**config.mk**
```make
export PLATFORM = sky130hd
export DESIGN_NAME = keyed_lru_idle_pool
export DESIGN_NICKNAME = d
export VERILOG_FILES = /design/src/hdl/klip_pkg.sv /design/src/hdl/keyed_lru_idle_pool.sv /design/src/hdl/klip_table.sv
export SDC_FILE = /design/constraint.sdc
export NUM_CORES = 2
export LEC_CHECK = 0
export ABC_AREA = 1
export BUFFER_PORTS_ARGS = -buffer_cell sky130_fd_sc_hd__buf_2
export CORE_MARGIN = 2
export CORE_UTILIZATION = 45
export CTS_CLUSTER_DIAMETER = 60
export CTS_CLUSTER_SIZE = 40
export DETAILED_ROUTE_END_ITERATION = 16
export HOLD_SLACK_MARGIN = 0.12
export REMOVE_ABC_BUFFERS = 1
export SLEW_MARGIN = 25
export SYNTH_ARGS = -nofsm -noshare
export SYNTH_HDL_FRONTEND = slang
export SYNTH_SLANG_ARGS = --single-unit
```
**constraint.sdc**
```tcl
create_clock -name clk -period 20.9 [get_ports clk]
set_clock_uncertainty 0.05 [all_clocks]
set_input_delay 3.135 -clock clk [delete_from_list [all_inputs] [get_ports clk]]
set_output_delay 3.135 -clock clk [all_outputs]
set_load 0.02 [all_outputs]
```
**src/hdl/klip_pkg.sv**
```systemverilog
// Shared types and constants for the keyed LRU idle pool.
package klip_pkg;

  localparam int unsigned TABLE_ENTRIES = 16;
  localparam int unsigned IDX_W = $clog2(TABLE_ENTRIES);
  localparam int unsigned CNT_W = $clog2(TABLE_ENTRIES + 1);
  localparam int unsigned TIME_BITS = 48;
  localparam int unsigned TMO_W = 31;

  localparam logic [1:0] CFG_TOTAL_CAP    = 2'd0;
  localparam logic [1:0] CFG_PER_KEY_CAP  = 2'd1;
  localparam logic [1:0] CFG_IDLE_TIMEOUT = 2'd2;
  localparam logic [1:0] CFG_MAX_LIFETIME = 2'd3;

  localparam logic [1:0] REQ_RELEASE = 2'd0;
  localparam logic [1:0] REQ_ACQUIRE = 2'd1;
  localparam logic [1:0] REQ_REAP    = 2'd2;
  localparam logic [1:0] REQ_FLUSH   = 2'd3;

  localparam logic [1:0] KIND_HIT    = 2'd0;
  localparam logic [1:0] KIND_MISS   = 2'd1;
  localparam logic [1:0] KIND_CLOSED = 2'd2;
  localparam logic [1:0] KIND_DONE   = 2'd3;

  localparam logic [2:0] RSN_NONE     = 3'd0;
  localparam logic [2:0] RSN_KEY_CAP  = 3'd1;
  localparam logic [2:0] RSN_TOTAL    = 3'd2;
  localparam logic [2:0] RSN_IDLE     = 3'd3;
  localparam logic [2:0] RSN_LIFETIME = 3'd4;
  localparam logic [2:0] RSN_FLUSH    = 3'd5;

  typedef enum logic [2:0] {
    S_IDLE, S_SCAN, S_ACT, S_TEST, S_JUDGE, S_NEXT
  } state_t;

  typedef enum logic [2:0] {
    PH_KEY, PH_TOT, PH_INS, PH_ACQ, PH_REAP, PH_FLUSH
  } phase_t;

  typedef struct packed {
    logic                 valid;
    logic [31:0]          key;
    logic [31:0]          handle;
    logic [TIME_BITS-1:0] stamp;
    logic [IDX_W-1:0]     rank;
  } entry_t;

  typedef struct packed {
    logic                 drop;
    logic [IDX_W-1:0]     drop_slot;
    logic [IDX_W-1:0]     drop_rank;
    logic                 ins;
    logic [IDX_W-1:0]     ins_slot;
    logic [31:0]          key;
    logic [31:0]          handle;
    logic [TIME_BITS-1:0] stamp;
  } tbl_cmd_t;

endpackage

```
**src/hdl/keyed_lru_idle_pool.sv**
```systemverilog
// Keyed LRU idle pool: top level with request sequencer and statistics.
// A request is taken when start is high and busy is low; busy stays high
// until the final result. Each request rescans the 16-entry table one slot
// per cycle through a single read port. Results appear for one cycle each on
// result_strobe and cannot be held off; last marks the final result.
module keyed_lru_idle_pool
  import klip_pkg::*;
(
  input  logic                 clk,
  input  logic                 rst,
  input  logic                 cfg_we,
  input  logic [1:0]           cfg_index,
  input  logic [TMO_W-1:0]     cfg_data,
  input  logic                 start,
  output logic                 busy,
  input  logic [1:0]           req_type,
  input  logic [31:0]          origin_key,
  input  logic [31:0]          handle,
  input  logic [TIME_BITS-1:0] now_ms,
  output logic                 result_strobe,
  output logic [1:0]           kind,
  output logic [31:0]          out_handle,
  output logic [2:0]           close_reason,
  output logic [CNT_W-1:0]     idle_entries,
  output logic [31:0]          hit_count,
  output logic [31:0]          miss_count,
  output logic [31:0]          key_cap_evictions,
  output logic [31:0]          total_cap_evictions,
  output logic [31:0]          timeout_evictions,
  output logic [31:0]          lifetime_evictions,
  output logic                 last
);

  state_t state, state_next;
  phase_t phase, phase_next;

  logic [CNT_W-1:0] total_cap, per_key_cap;
  logic [TMO_W-1:0] idle_timeout, max_lifetime;

  logic [31:0]          req_key, req_handle;
  logic [TIME_BITS-1:0] req_now;

  logic [CNT_W-1:0] held, rem, scan_cnt;
  logic             pend;
  logic [IDX_W-1:0] pslot, tgt_rank, tgt_rank_next;

  logic [CNT_W-1:0]     match_cnt;
  logic                 kmax_found, kmin_found, tgt_found, free_found;
  logic [IDX_W-1:0]     kmax_slot, kmax_rank, kmin_slot, kmin_rank, tgt_slot, free_slot;
  logic [31:0]          kmax_handle, kmin_handle, tgt_handle;
  logic [TIME_BITS-1:0] tgt_stamp, diff;
  logic                 gt;

  entry_t   rd;
  tbl_cmd_t cmd;

  logic             go_scan, emit, emit_last, held_inc, held_dec, held_clr, rem_dec;
  logic [1:0]       emit_kind;
  logic [31:0]      emit_handle;
  logic [2:0]       emit_reason;
  logic [5:0]       stat_inc;
  logic [CNT_W-1:0] eff_cap;
  logic             idle_hit, life_hit;

  klip_table u_table (
    .clk     (clk),
    .rst     (rst),
    .cmd     (cmd),
    .rd_idx  (scan_cnt[IDX_W-1:0]),
    .rd_data (rd)
  );

  assign busy = (state != S_IDLE);
  assign idle_entries = held;
  assign eff_cap = (total_cap == '0 || total_cap > CNT_W'(TABLE_ENTRIES)) ?
                   CNT_W'(TABLE_ENTRIES) : total_cap;
  assign idle_hit = (idle_timeout != '0) && gt &&
                    (diff >= TIME_BITS'(idle_timeout));
  assign life_hit = (max_lifetime != '0) && gt &&
                    (diff >= TIME_BITS'(max_lifetime));

  always_comb begin
    state_next = state;
    case (state)
      S_IDLE: begin
        if (start) begin
          state_next = (req_type == REQ_RELEASE || req_type == REQ_ACQUIRE) ?
                       S_SCAN : S_NEXT;
        end
      end
      S_SCAN: begin
        if (scan_cnt == CNT_W'(TABLE_ENTRIES)) begin
          state_next = S_ACT;
        end
      end
      S_ACT: begin
        case (phase)
          PH_KEY, PH_TOT: state_next = S_SCAN;
          PH_REAP:        state_next = S_TEST;
          PH_FLUSH:       state_next = tgt_found ? S_SCAN : S_IDLE;
          default:        state_next = S_IDLE;
        endcase
      end
      S_TEST:  state_next = S_JUDGE;
      S_JUDGE: state_next = S_NEXT;
      S_NEXT: begin
        if (phase == PH_REAP && rem == '0) begin
          state_next = S_IDLE;
        end else begin
          state_next = S_SCAN;
        end
      end
      default: state_next = S_IDLE;
    endcase
  end

  always_comb begin
    phase_next    = phase;
    tgt_rank_next = tgt_rank;
    emit          = 1'b0;
    emit_last     = 1'b0;
    emit_kind     = KIND_DONE;
    emit_handle   = '0;
    emit_reason   = RSN_NONE;
    stat_inc      = '0;
    held_inc      = 1'b0;
    held_dec      = 1'b0;
    held_clr      = 1'b0;
    rem_dec       = 1'b0;
    cmd           = '0;
    cmd.key       = req_key;
    cmd.handle    = req_handle;
    cmd.stamp     = req_now;
    case (state)
      S_IDLE: begin
        case (req_type)
          REQ_RELEASE: phase_next = PH_KEY;
          REQ_ACQUIRE: phase_next = PH_ACQ;
          REQ_REAP:    phase_next = PH_REAP;
          default:     phase_next = PH_FLUSH;
        endcase
      end
      S_ACT: begin
        case (phase)
          PH_KEY: begin
            phase_next = PH_TOT;
            if (per_key_cap != '0 && match_cnt >= per_key_cap && kmax_found) begin
              cmd.drop      = 1'b1;
              cmd.drop_slot = kmax_slot;
              cmd.drop_rank = kmax_rank;
              held_dec      = 1'b1;
              stat_inc[2]   = 1'b1;
              emit          = 1'b1;
              emit_kind     = KIND_CLOSED;
              emit_handle   = kmax_handle;
              emit_reason   = RSN_KEY_CAP;
            end
            tgt_rank_next = IDX_W'(held - CNT_W'(held_dec) - 1'b1);
          end
          PH_TOT: begin
            phase_next = PH_INS;
            if (held >= eff_cap && tgt_found) begin
              cmd.drop      = 1'b1;
              cmd.drop_slot = tgt_slot;
              cmd.drop_rank = tgt_rank;
              held_dec      = 1'b1;
              stat_inc[3]   = 1'b1;
              emit          = 1'b1;
              emit_kind     = KIND_CLOSED;
              emit_handle   = tgt_handle;
              emit_reason   = RSN_TOTAL;
            end
          end
          PH_INS: begin
            if (free_found) begin
              cmd.ins      = 1'b1;
              cmd.ins_slot = free_slot;
              held_inc     = 1'b1;
            end
            emit      = 1'b1;
            emit_last = 1'b1;
          end
          PH_ACQ: begin
            emit      = 1'b1;
            emit_last = 1'b1;
            if (kmin_found) begin
              cmd.drop      = 1'b1;
              cmd.drop_slot = kmin_slot;
              cmd.drop_rank = kmin_rank;
              held_dec      = 1'b1;
              stat_inc[0]   = 1'b1;
              emit_kind     = KIND_HIT;
              emit_handle   = kmin_handle;
            end else begin
              stat_inc[1]   = 1'b1;
              emit_kind     = KIND_MISS;
            end
          end
          PH_FLUSH: begin
            emit = 1'b1;
            if (tgt_found) begin
              cmd.drop      = 1'b1;
              cmd.drop_slot = tgt_slot;
              cmd.drop_rank = tgt_rank;
              held_dec      = 1'b1;
              emit_kind     = KIND_CLOSED;
              emit_handle   = tgt_handle;
              emit_reason   = RSN_FLUSH;
            end else begin
              held_clr  = 1'b1;
              emit_last = 1'b1;
            end
          end
          default: begin
          end
        endcase
      end
      S_JUDGE: begin
        rem_dec = 1'b1;
        if (idle_hit || life_hit) begin
          cmd.drop      = 1'b1;
          cmd.drop_slot = tgt_slot;
          cmd.drop_rank = tgt_rank;
          held_dec      = 1'b1;
          emit          = 1'b1;
          emit_kind     = KIND_CLOSED;
          emit_handle   = tgt_handle;
          if (idle_hit) begin
            stat_inc[4] = 1'b1;
            emit_reason = RSN_IDLE;
          end else begin
            stat_inc[5] = 1'b1;
            emit_reason = RSN_LIFETIME;
          end
        end
      end
      S_NEXT: begin
        if (phase == PH_REAP) begin
          if (rem == '0) begin
            emit      = 1'b1;
            emit_last = 1'b1;
          end else begin
            tgt_rank_next = IDX_W'(rem - 1'b1);
          end
        end else begin
          tgt_rank_next = '0;
        end
      end
      default: begin
      end
    endcase
  end

  assign go_scan = (state_next == S_SCAN) && (state != S_SCAN);

  always_ff @(posedge clk) begin
    if (rst) begin
      state         <= S_IDLE;
      phase         <= PH_KEY;
      total_cap     <= CNT_W'(16);
      per_key_cap   <= CNT_W'(4);
      idle_timeout  <= TMO_W'(30000);
      max_lifetime  <= TMO_W'(600000);
      held          <= '0;
      rem           <= '0;
      scan_cnt      <= '0;
      pend          <= 1'b0;
      result_strobe <= 1'b0;
      hit_count           <= '0;
      miss_count          <= '0;
      key_cap_evictions   <= '0;
      total_cap_evictions <= '0;
      timeout_evictions   <= '0;
      lifetime_evictions  <= '0;
    end else begin
      state         <= state_next;
      phase         <= phase_next;
      result_strobe <= emit;
      if (cfg_we) begin
        case (cfg_index)
          CFG_TOTAL_CAP:    total_cap    <= cfg_data[CNT_W-1:0];
          CFG_PER_KEY_CAP:  per_key_cap  <= cfg_data[CNT_W-1:0];
          CFG_IDLE_TIMEOUT: idle_timeout <= cfg_data;
          default:          max_lifetime <= cfg_data;
        endcase
      end
      if (held_clr) begin
        held <= '0;
      end else if (held_inc) begin
        held <= held + 1'b1;
      end else if (held_dec) begin
        held <= held - 1'b1;
      end
      if (state == S_IDLE) begin
        rem <= held;
      end else if (rem_dec) begin
        rem <= rem - 1'b1;
      end
      if (go_scan) begin
        scan_cnt <= '0;
      end else if (state == S_SCAN && scan_cnt != CNT_W'(TABLE_ENTRIES)) begin
        scan_cnt <= scan_cnt + 1'b1;
      end
      pend <= (state == S_SCAN) && (scan_cnt != CNT_W'(TABLE_ENTRIES));
      if (stat_inc[0]) hit_count           <= hit_count + 1'b1;
      if (stat_inc[1]) miss_count          <= miss_count + 1'b1;
      if (stat_inc[2]) key_cap_evictions   <= key_cap_evictions + 1'b1;
      if (stat_inc[3]) total_cap_evictions <= total_cap_evictions + 1'b1;
      if (stat_inc[4]) timeout_evictions   <= timeout_evictions + 1'b1;
      if (stat_inc[5]) lifetime_evictions  <= lifetime_evictions + 1'b1;
    end
  end

  always_ff @(posedge clk) begin
    pslot    <= scan_cnt[IDX_W-1:0];
    tgt_rank <= tgt_rank_next;
    if (emit) begin
      kind         <= emit_kind;
      out_handle   <= emit_handle;
      close_reason <= emit_reason;
      last         <= emit_last;
    end
    if (state == S_IDLE && start) begin
      req_key    <= origin_key;
      req_handle <= handle;
      req_now    <= now_ms;
    end
    if (state == S_TEST) begin
      diff <= req_now - tgt_stamp;
      gt   <= req_now > tgt_stamp;
    end
    if (go_scan) begin
      match_cnt  <= '0;
      kmax_found <= 1'b0;
      kmin_found <= 1'b0;
      tgt_found  <= 1'b0;
      free_found <= 1'b0;
    end else if (pend) begin
      if (rd.valid) begin
        if (rd.key == req_key) begin
          match_cnt <= match_cnt + 1'b1;
          if (!kmax_found || rd.rank > kmax_rank) begin
            kmax_found  <= 1'b1;
            kmax_slot   <= pslot;
            kmax_rank   <= rd.rank;
            kmax_handle <= rd.handle;
          end
          if (!kmin_found || rd.rank < kmin_rank) begin
            kmin_found  <= 1'b1;
            kmin_slot   <= pslot;
            kmin_rank   <= rd.rank;
            kmin_handle <= rd.handle;
          end
        end
        if (rd.rank == tgt_rank) begin
          tgt_found  <= 1'b1;
          tgt_slot   <= pslot;
          tgt_handle <= rd.handle;
          tgt_stamp  <= rd.stamp;
        end
      end else if (!free_found) begin
        free_found <= 1'b1;
        free_slot  <= pslot;
      end
    end
  end

endmodule

```
**src/hdl/klip_table.sv**
```systemverilog
// Entry table: valid bits, recency ranks and per-slot key, handle and stamp.
module klip_table
  import klip_pkg::*;
(
  input  logic             clk,
  input  logic             rst,
  input  tbl_cmd_t         cmd,
  input  logic [IDX_W-1:0] rd_idx,
  output entry_t           rd_data
);

  logic [TABLE_ENTRIES-1:0] valid;
  logic [IDX_W-1:0]         rank   [TABLE_ENTRIES];
  logic [31:0]              key    [TABLE_ENTRIES];
  logic [31:0]              handle [TABLE_ENTRIES];
  logic [TIME_BITS-1:0]     stamp  [TABLE_ENTRIES];

  always_ff @(posedge clk) begin
    if (rst) begin
      valid <= '0;
    end else if (cmd.drop) begin
      valid[cmd.drop_slot] <= 1'b0;
    end else if (cmd.ins) begin
      valid[cmd.ins_slot] <= 1'b1;
    end
  end

  always_ff @(posedge clk) begin
    for (int i = 0; i < TABLE_ENTRIES; i++) begin
      if (cmd.drop) begin
        if (valid[i] && rank[i] > cmd.drop_rank) begin
          rank[i] <= rank[i] - 1'b1;
        end
      end else if (cmd.ins) begin
        if (IDX_W'(i) == cmd.ins_slot) begin
          rank[i] <= '0;
        end else if (valid[i]) begin
          rank[i] <= rank[i] + 1'b1;
        end
      end
    end
  end

  always_ff @(posedge clk) begin
    if (cmd.ins && !cmd.drop) begin
      key[cmd.ins_slot]    <= cmd.key;
      handle[cmd.ins_slot] <= cmd.handle;
      stamp[cmd.ins_slot]  <= cmd.stamp;
    end
    rd_data.valid  <= valid[rd_idx];
    rd_data.key    <= key[rd_idx];
    rd_data.handle <= handle[rd_idx];
    rd_data.stamp  <= stamp[rd_idx];
    rd_data.rank   <= rank[rd_idx];
  end

endmodule
```
Word-level counts from Yosys, hierarchy flattened:

Memories as Yosys holds them, arrays and structs flattened. A register that Yosys moved wholly into a read port is not among the register bits.
Index checks and enable logic that the tools add are counted.

* equality and inequality tests: 38
* add/sub/neg operators: 46
* mux-type cells: 315
* bitwise gates (word level): 39
* reduce and logical (&&, ||, !) cells: 75
* magnitude comparators: 29

Operators with widths (count)
* $mux W1: 226
* $add A32 B1 Y32 const B: 6
* $mux W32: 5
* $mux W4: 36
* $pmux W32 S4: 1
* $ge A48 B31 Y1: 2
* $gt A4 B4 Y1: 17
* $sub A4 B1 Y4 const B: 17
* $add A4 B1 Y4 const B: 16
* $pmux W32 S2: 1
* $reduce_bool A31 Y1: 2
* $gt A48 B48 Y1: 1
* $sub A48 B48 Y48: 1
* $mux W9: 5
* $mux W5: 8
* $pmux W9 S4: 1
* $eq A32 B32 Y1: 1
* $eq A4 B4 Y1 const A: 8
* $mux W16: 2
* $or A1 B1 Y1: 32
* $logic_and A1 B1 Y1: 30
* $mux W3: 6
* $pmux W3 S2: 3
* $pmux W3 S3: 2
* 53 further kinds: 113

* output and inout bits: 237
* register bits: 688
* bits of input ports: 151
* word-level logic and storage cells: 591
* memories kept: 4
* RAM bits: 1856

Memory list
* u_table.stamp: depth 16, bits a word 48, read ports 1, clocked after memory_dff 1, wr ports 1, RTL line klip_table.sv:16 `logic [TIME_BITS-1:0] stamp [TABLE_ENTRIES];`
* u_table.handle: depth 16, bits a word 32, read ports 1, clocked after memory_dff 1, wr ports 1, RTL line klip_table.sv:15 `logic [31:0] handle [TABLE_ENTRIES];`
* u_table.key: depth 16, bits a word 32, read ports 1, clocked after memory_dff 1, wr ports 1, RTL line klip_table.sv:14 `logic [31:0] key [TABLE_ENTRIES];`
* u_table.rank: depth 16, bits a word 4, read ports 17, clocked after memory_dff 1, wr ports 16, RTL line klip_table.sv:13 `logic [IDX_W-1:0] rank [TABLE_ENTRIES];`

Depth between registers and ports, before layout:

* word-level depth: 15
* gate-level depth with buffers: 24
* mapped depth without buffers: 24

Modules after synthesis:

From an unflattened synthesis, not the netlist that was laid out.

* cell total of the unflattened synthesis: 12101
* area, all modules: 118820.2 um^2

By module, submodules not included
* klip_table: area each 85647.1 um^2, cells an instance 8303, sequential area each 58396.0 um^2, instances 1
* keyed_lru_idle_pool: area each 33173.1 um^2, cells an instance 3798, sequential area each 17146.4 um^2, instances 1

Worst setup path before layout:

OpenSTA, ideal clock, no wires.

* path type: input to register
* from: input start
* to: register tgt_handle[0] (enable)
* stages: 8
* setup time: 0.527 ns
* path buffers: 0
* required time: 20.323 ns
* arrival: 9.597 ns
* slack: 10.727 ns
* cell sequence: nand2_1 inv_1 a211oi_1 nand2_1 nor2_1 nand2_1 inv_2 nor2_1

* word-level cells in the longest chain between the ends: 6

Ends and longest elaborated chain
* start: declaration: RTL line keyed_lru_idle_pool.sv:14 `input logic start,`
* $mux W3: RTL line keyed_lru_idle_pool.sv:86 `if (start) begin`
* $pmux W3 S6: RTL line keyed_lru_idle_pool.sv:84 `case (state)`
* $eq A3 B1 Y1: RTL line keyed_lru_idle_pool.sv:254 `assign go_scan = (state_next == S_SCAN) && (state != S_SCAN);`
* $logic_and A1 B1 Y1: RTL line keyed_lru_idle_pool.sv:254
* $not A1 Y1 (no line)
* $reduce_and A4 Y1 (no line)
* end signal: assignment: RTL line keyed_lru_idle_pool.sv:358 `tgt_handle <= rd.handle;`
* end: declaration: RTL line keyed_lru_idle_pool.sv:50 `logic [31:0] kmax_handle, kmin_handle, tgt_handle;`

Every way passes these cells.
A chain may end at the register's enable or synchronous reset.

Final worst setup path:

* from: register total_cap[0]
* to: memory u_table.stamp[7][47] (enable)

* word-level cells in the longest chain between the ends: 12
* elaborated cells on any way between the ends: 13
* classes of those cells: order compare: 2; mux: 6; reduce/logical: 5

Ends and longest elaborated chain
* start: declaration: RTL line keyed_lru_idle_pool.sv:37 `logic [CNT_W-1:0] total_cap, per_key_cap;`
* start signal: assignment: RTL line keyed_lru_idle_pool.sv:281 `CFG_TOTAL_CAP: total_cap <= cfg_data[CNT_W-1:0];`
* $gt A5 B5 Y1 / $logic_not A5 Y1 (equally long branches): RTL line keyed_lru_idle_pool.sv:75 `assign eff_cap = (total_cap == '0 || total_cap > CNT_W'(TABLE_ENTRIES)) ?`
* $logic_or A1 B1 Y1: RTL line keyed_lru_idle_pool.sv:75
* $mux W5 (*): RTL line keyed_lru_idle_pool.sv:75
* $ge A5 B5 Y1 (*): RTL line keyed_lru_idle_pool.sv:162 `if (held >= eff_cap && tgt_found) begin`
* $logic_and A1 B1 Y1 (*): RTL line keyed_lru_idle_pool.sv:162
* $mux W9 (*): RTL line keyed_lru_idle_pool.sv:162
* $pmux W9 S4 (*): RTL line keyed_lru_idle_pool.sv:144 `case (phase)`
* $pmux W9 S2 (*): RTL line keyed_lru_idle_pool.sv:134 `case (state)`
* $logic_not A1 Y1 (*): RTL line klip_table.sv:45 `if (cmd.ins && !cmd.drop) begin`
* $logic_and A1 B1 Y1 (*): RTL line klip_table.sv:45
* $mux W1 (*): RTL line klip_table.sv:45
* $mux W1 (implied by the code) (*): RTL line klip_table.sv:48 `stamp[cmd.ins_slot] <= cmd.stamp;`
* end: declaration: RTL line klip_table.sv:16

Every way passes the cells marked *; elsewhere a longest branch is shown, timed or not.

==> results.sh <==
export IMPL_die_width_um=498.1
export IMPL_worstHoldPathType="reg -> reg"
export IMPL_initial_utilization_pct=45.20
export IMPL_post_drt_via_cell_ratio=5.728
export IMPL_peak_per_stage_delay_on_the_critical_path_ns=0.82
export IMPL_final_cell_mix="2227 x sky130_fd_sc_hd__edfxtp_1, 1264 x sky130_fd_sc_hd__nor2_1, 1182 x sky130_fd_sc_hd__o21ai_0"
export IMPL_grt_met1_usage_pct=33.85
export IMPL_wire_per_inst_um=23.98
export IMPL_drtIter0Drc=7332
export IMPL_crit_path_arrival_time_ns=6.21
export IMPL_core_rowCount=181
export IMPL_rsz_0062_raised_after_global_routing="no"
export IMPL_clkSlewWorstSetupHoldPaths_ns=0.10
export IMPL_multiInputGateArea_um2=30380
export IMPL_totalNegativeSetupSlack_ns=0
export IMPL_largest_delay_share_family_worst_path="buffers and inverters"
export IMPL_timing_final_hold_violations=0
export IMPL_synthArstFlopShare_pct=0
export IMPL_nets=10120
export IMPL_placedCellCount=12750
export IMPL_timing_final_crit_share_pct=27.68
export IMPL_ctsRootBufferMaster="sky130_fd_sc_hd__clkbuf_16"
export IMPL_power_density_nw_per_um2=85.85
export IMPL_grt_usage_pct=24.56
export IMPL_synth_avg_cell_area_um2=11.56
export IMPL_slew_violations=0
export IMPL_layout_cells_most_common="sky130_fd_sc_hd__edfxtp_1"
export IMPL_busiest_layer="met2"
export IMPL_dp_worst_setup_slack_ns=14.49
export IMPL_total_of_flip_flops_plus_latches_after_synthesis=2660
export IMPL_wire_length_reported_by_the_detailed_router_mm=313.8
export IMPL_result_of_the_run="finished, final reports clean"
export IMPL_grt_pass1_wl_mm=461.5
export IMPL_routabilityCongestion=0.9257
export IMPL_grt_use_met3_pct=3.773
export IMPL_synthDominantCellAreaShare_pct=60.88
export IMPL_ant_nets=0
export IMPL_worst_endpoint_required_ns=21.32
export IMPL_drc=0
export IMPL_post_synth_edffs=2227
export IMPL_count_of_pins_on_the_block_boundary=388
export IMPL_post_route_cells_drive_above_1_share_pct=9.221
export IMPL_floorplan_die_area_um2=248100
export IMPL_layout_min_cycle_time_ns=5.785
export IMPL_worst_path_buf_inv=4
export IMPL_slew_limit_headroom_pct=20.87
export IMPL_end_kind="flop"
export IMPL_ctsResizeCount=0
export IMPL_layout_area_overhead_vs_synth_pct=10.86
export IMPL_setup_slack_ns=15.11
export IMPL_cts_tree="yes"
export IMPL_io_buffer_count=387
export IMPL_setup_viol=0
export IMPL_synth_flop_cell="sky130_fd_sc_hd__edfxtp_1"
export IMPL_crit_top_cell="sky130_fd_sc_hd__nand2_1"
export IMPL_syn_inst=9502
export IMPL_cts_sinks=2660
export IMPL_fmax_ghz=0.1729
export IMPL_detail_route_first_pass_iterations=7
export IMPL_tightestPinTransition_ns=1.187
export IMPL_layout_area_seq_um2=75550
export IMPL_htree_num_levels=4
export IMPL_postCtsSetupBuffers=0
export IMPL_vias_in_the_first_global_route=71280
export IMPL_cts_hold_fix_buffers=0
export IMPL_drv_cap=0
export IMPL_synth_warning_count=0
export IMPL_ys_types=72
export IMPL_fillCellCount=21260
export IMPL_synth_area_top_cells="sky130_fd_sc_hd__edfxtp_1 61%, sky130_fd_sc_hd__dfxtp_1 7.9%, sky130_fd_sc_hd__o21ai_0 5.4%"
export IMPL_power_ir_vdd_worst_uv=87.10
export IMPL_routed_via_count=74950
export IMPL_power_static_leakage_uw=0.04223
export IMPL_groute_layer_met2_usage_pct=40.42
export IMPL_design_core_area_um2=243000
export IMPL_timing_setup_critical_path_class="reg -> reg"
export IMPL_max_stage_delay_cell_worst_path="sky130_fd_sc_hd__buf_4"
export IMPL_syn_cell_area_um2=109800
export IMPL_synth_seq_area_share_pct=68.77
export IMPL_critPathLaunchType="flop"
export IMPL_ctsLongestPathBuffers=3
export IMPL_netlist_top_cell_by_area="sky130_fd_sc_hd__edfxtp_1"
export IMPL_clock_insertion_delay_worst_skew_ns=0.88
export IMPL_post_dp_hpwl_mm=179.7
export IMPL_timing_critical_path_fanout_max=75
export IMPL_initial_antenna_violation_count=37
export IMPL_die_h_um=498.1
export IMPL_cts_made_buffers=169
export IMPL_maximum_number_of_pins_on_one_net_before_global_route_repair=252
export IMPL_global_route_overflow_total=0
export IMPL_crit_path_cell_trace="or4_1 > ha_1 > inv_1 > nand2_1 > ha_1 > a21oi_1 > o21a_1 > a21oi_1 > nand2_1 > nand2_1 > inv_1 > nand3_1 > a21oi_4 > nand3_1 > inv_8 > buf_4"
export IMPL_final_cells=13080
worst paths after layout:
kind / slack [ns] / endpoint / from / depth (start not counted)
worst min register to register: 0.35 / tgt_stamp[32]$_DFFE_PP_ / u_table.rd_data[36]$_DFF_P_ / 0
worst min-delay path: 0.35 / tgt_stamp[32]$_DFFE_PP_ / u_table.rd_data[36]$_DFF_P_ / 0
worst max register to register: 15.11 / u_table.stamp[7][47]$_DFFE_PP_ / total_cap[0]$_SDFFE_PP0P_ / 16
worst max-delay path: 15.11 / u_table.stamp[7][47]$_DFFE_PP_ / total_cap[0]$_SDFFE_PP0P_ / 16
sequential cells by signal, summed over array words and instances (netlist names), 48 cells and up:
| signal | cells |
|---|---|
| u_table.stamp | 768 |
| u_table.handle | 512 |
| u_table.key | 512 |
| u_table.rd_data | 117 |
| u_table.rank | 64 |
| diff | 48 |
| req_now | 48 |
| tgt_stamp | 48 |
final cells by class:
| class | count | share of cell area (%) |
|---|---|---|
| Timing Repair Buffer | 485 | 2.414 |
| Inverter | 665 | 2.081 |
| Multi-Input combinational cell | 5744 | 24.95 |
| Tap cell | 3202 | 3.290 |
| Antenna cell | 13 | 0.02672 |
| Clock inverter | 130 | 1.598 |
| Sequential cell | 2660 | 62.04 |
| Clock buffer | 185 | 3.599 |
routing by layer:
layer,part of all wire [%],routed length (um)
met5,0.045,142
met1,43,133900
met2,47,148400
met3,7.3,22920
met4,2.7,8444
cells in the mapped netlist, types with 13 or more instances:
library cell,n
sky130_fd_sc_hd__nand3b_1,14
sky130_fd_sc_hd__o21a_1,14
sky130_fd_sc_hd__o21ai_0,1182
sky130_fd_sc_hd__nand3_1,121
sky130_fd_sc_hd__o22ai_1,465
sky130_fd_sc_hd__nand2_1,1121
sky130_fd_sc_hd__nor2_4,13
sky130_fd_sc_hd__nor4_1,54
sky130_fd_sc_hd__nor2_1,1281
sky130_fd_sc_hd__xnor2_1,63
sky130_fd_sc_hd__inv_2,25
sky130_fd_sc_hd__o21ai_1,30
sky130_fd_sc_hd__nor3b_1,14
sky130_fd_sc_hd__nand4_1,184
sky130_fd_sc_hd__o211ai_1,18
sky130_fd_sc_hd__a31oi_1,31
sky130_fd_sc_hd__xor2_1,134
sky130_fd_sc_hd__clkbuf_1,400
sky130_fd_sc_hd__a21oi_1,404
sky130_fd_sc_hd__edfxtp_1,2227
sky130_fd_sc_hd__nor3_1,161
sky130_fd_sc_hd__a22o_1,33
sky130_fd_sc_hd__dfxtp_1,433
sky130_fd_sc_hd__inv_1,636
sky130_fd_sc_hd__buf_1,21
sky130_fd_sc_hd__ha_1,239
worst reg2reg max path: stages, from the launching register on:
cell and delay, ns:
sky130_fd_sc_hd__dfxtp_1 0.31, sky130_fd_sc_hd__or4_1 0.52, sky130_fd_sc_hd__ha_1 0.30, sky130_fd_sc_hd__inv_1 0.09
sky130_fd_sc_hd__nand2_1 0.07, sky130_fd_sc_hd__ha_1 0.29, sky130_fd_sc_hd__a21oi_1 0.13, sky130_fd_sc_hd__o21a_1 0.12
sky130_fd_sc_hd__a21oi_1 0.08, sky130_fd_sc_hd__nand2_1 0.09, sky130_fd_sc_hd__nand2_1 0.22, sky130_fd_sc_hd__inv_1 0.14
sky130_fd_sc_hd__nand3_1 0.12, sky130_fd_sc_hd__a21oi_4 0.72, sky130_fd_sc_hd__nand3_1 0.48, sky130_fd_sc_hd__inv_8 0.62
sky130_fd_sc_hd__buf_4 1.06
metrics by stage:
step           total power, uW  instance area (um^2)  utilization (%)  hold WS (ns)
6_report                 10450                121800            50.11        0.3526
5_1_grt                  10780                121700            50.10        0.3695
4_1_cts                  10510                121700            50.07        0.3545
3_5_place_dp              6712                115300            47.47        0.3387
3_3_place_gp              6695                115300            47.43        0.3381
2_1_floorplan             6481                108200                -        0.3260
cell families (layout without fill, tap and decap cells):
group	Yosys count	count (layout)	share of synthesized area, %
DFF	2660	2660	68.77
AOI/OAI and AO/OA	2283	2283	11.48
xor gates and xnor gates	197	197	1.571
buffers and inverters	1098	1465	3.768
muxes	2	2	0.02050
adders and majority gates	241	241	2.759
other	0	13	0
and+or+nand+nor	3021	3021	11.62
power by group:
group / switching [uW] / internal [uW]
combinational: 459 / 191
clock: 2080 / 1770
sequential: 111 / 5840
No activity file was read; power rests on OpenSTA's default activity.
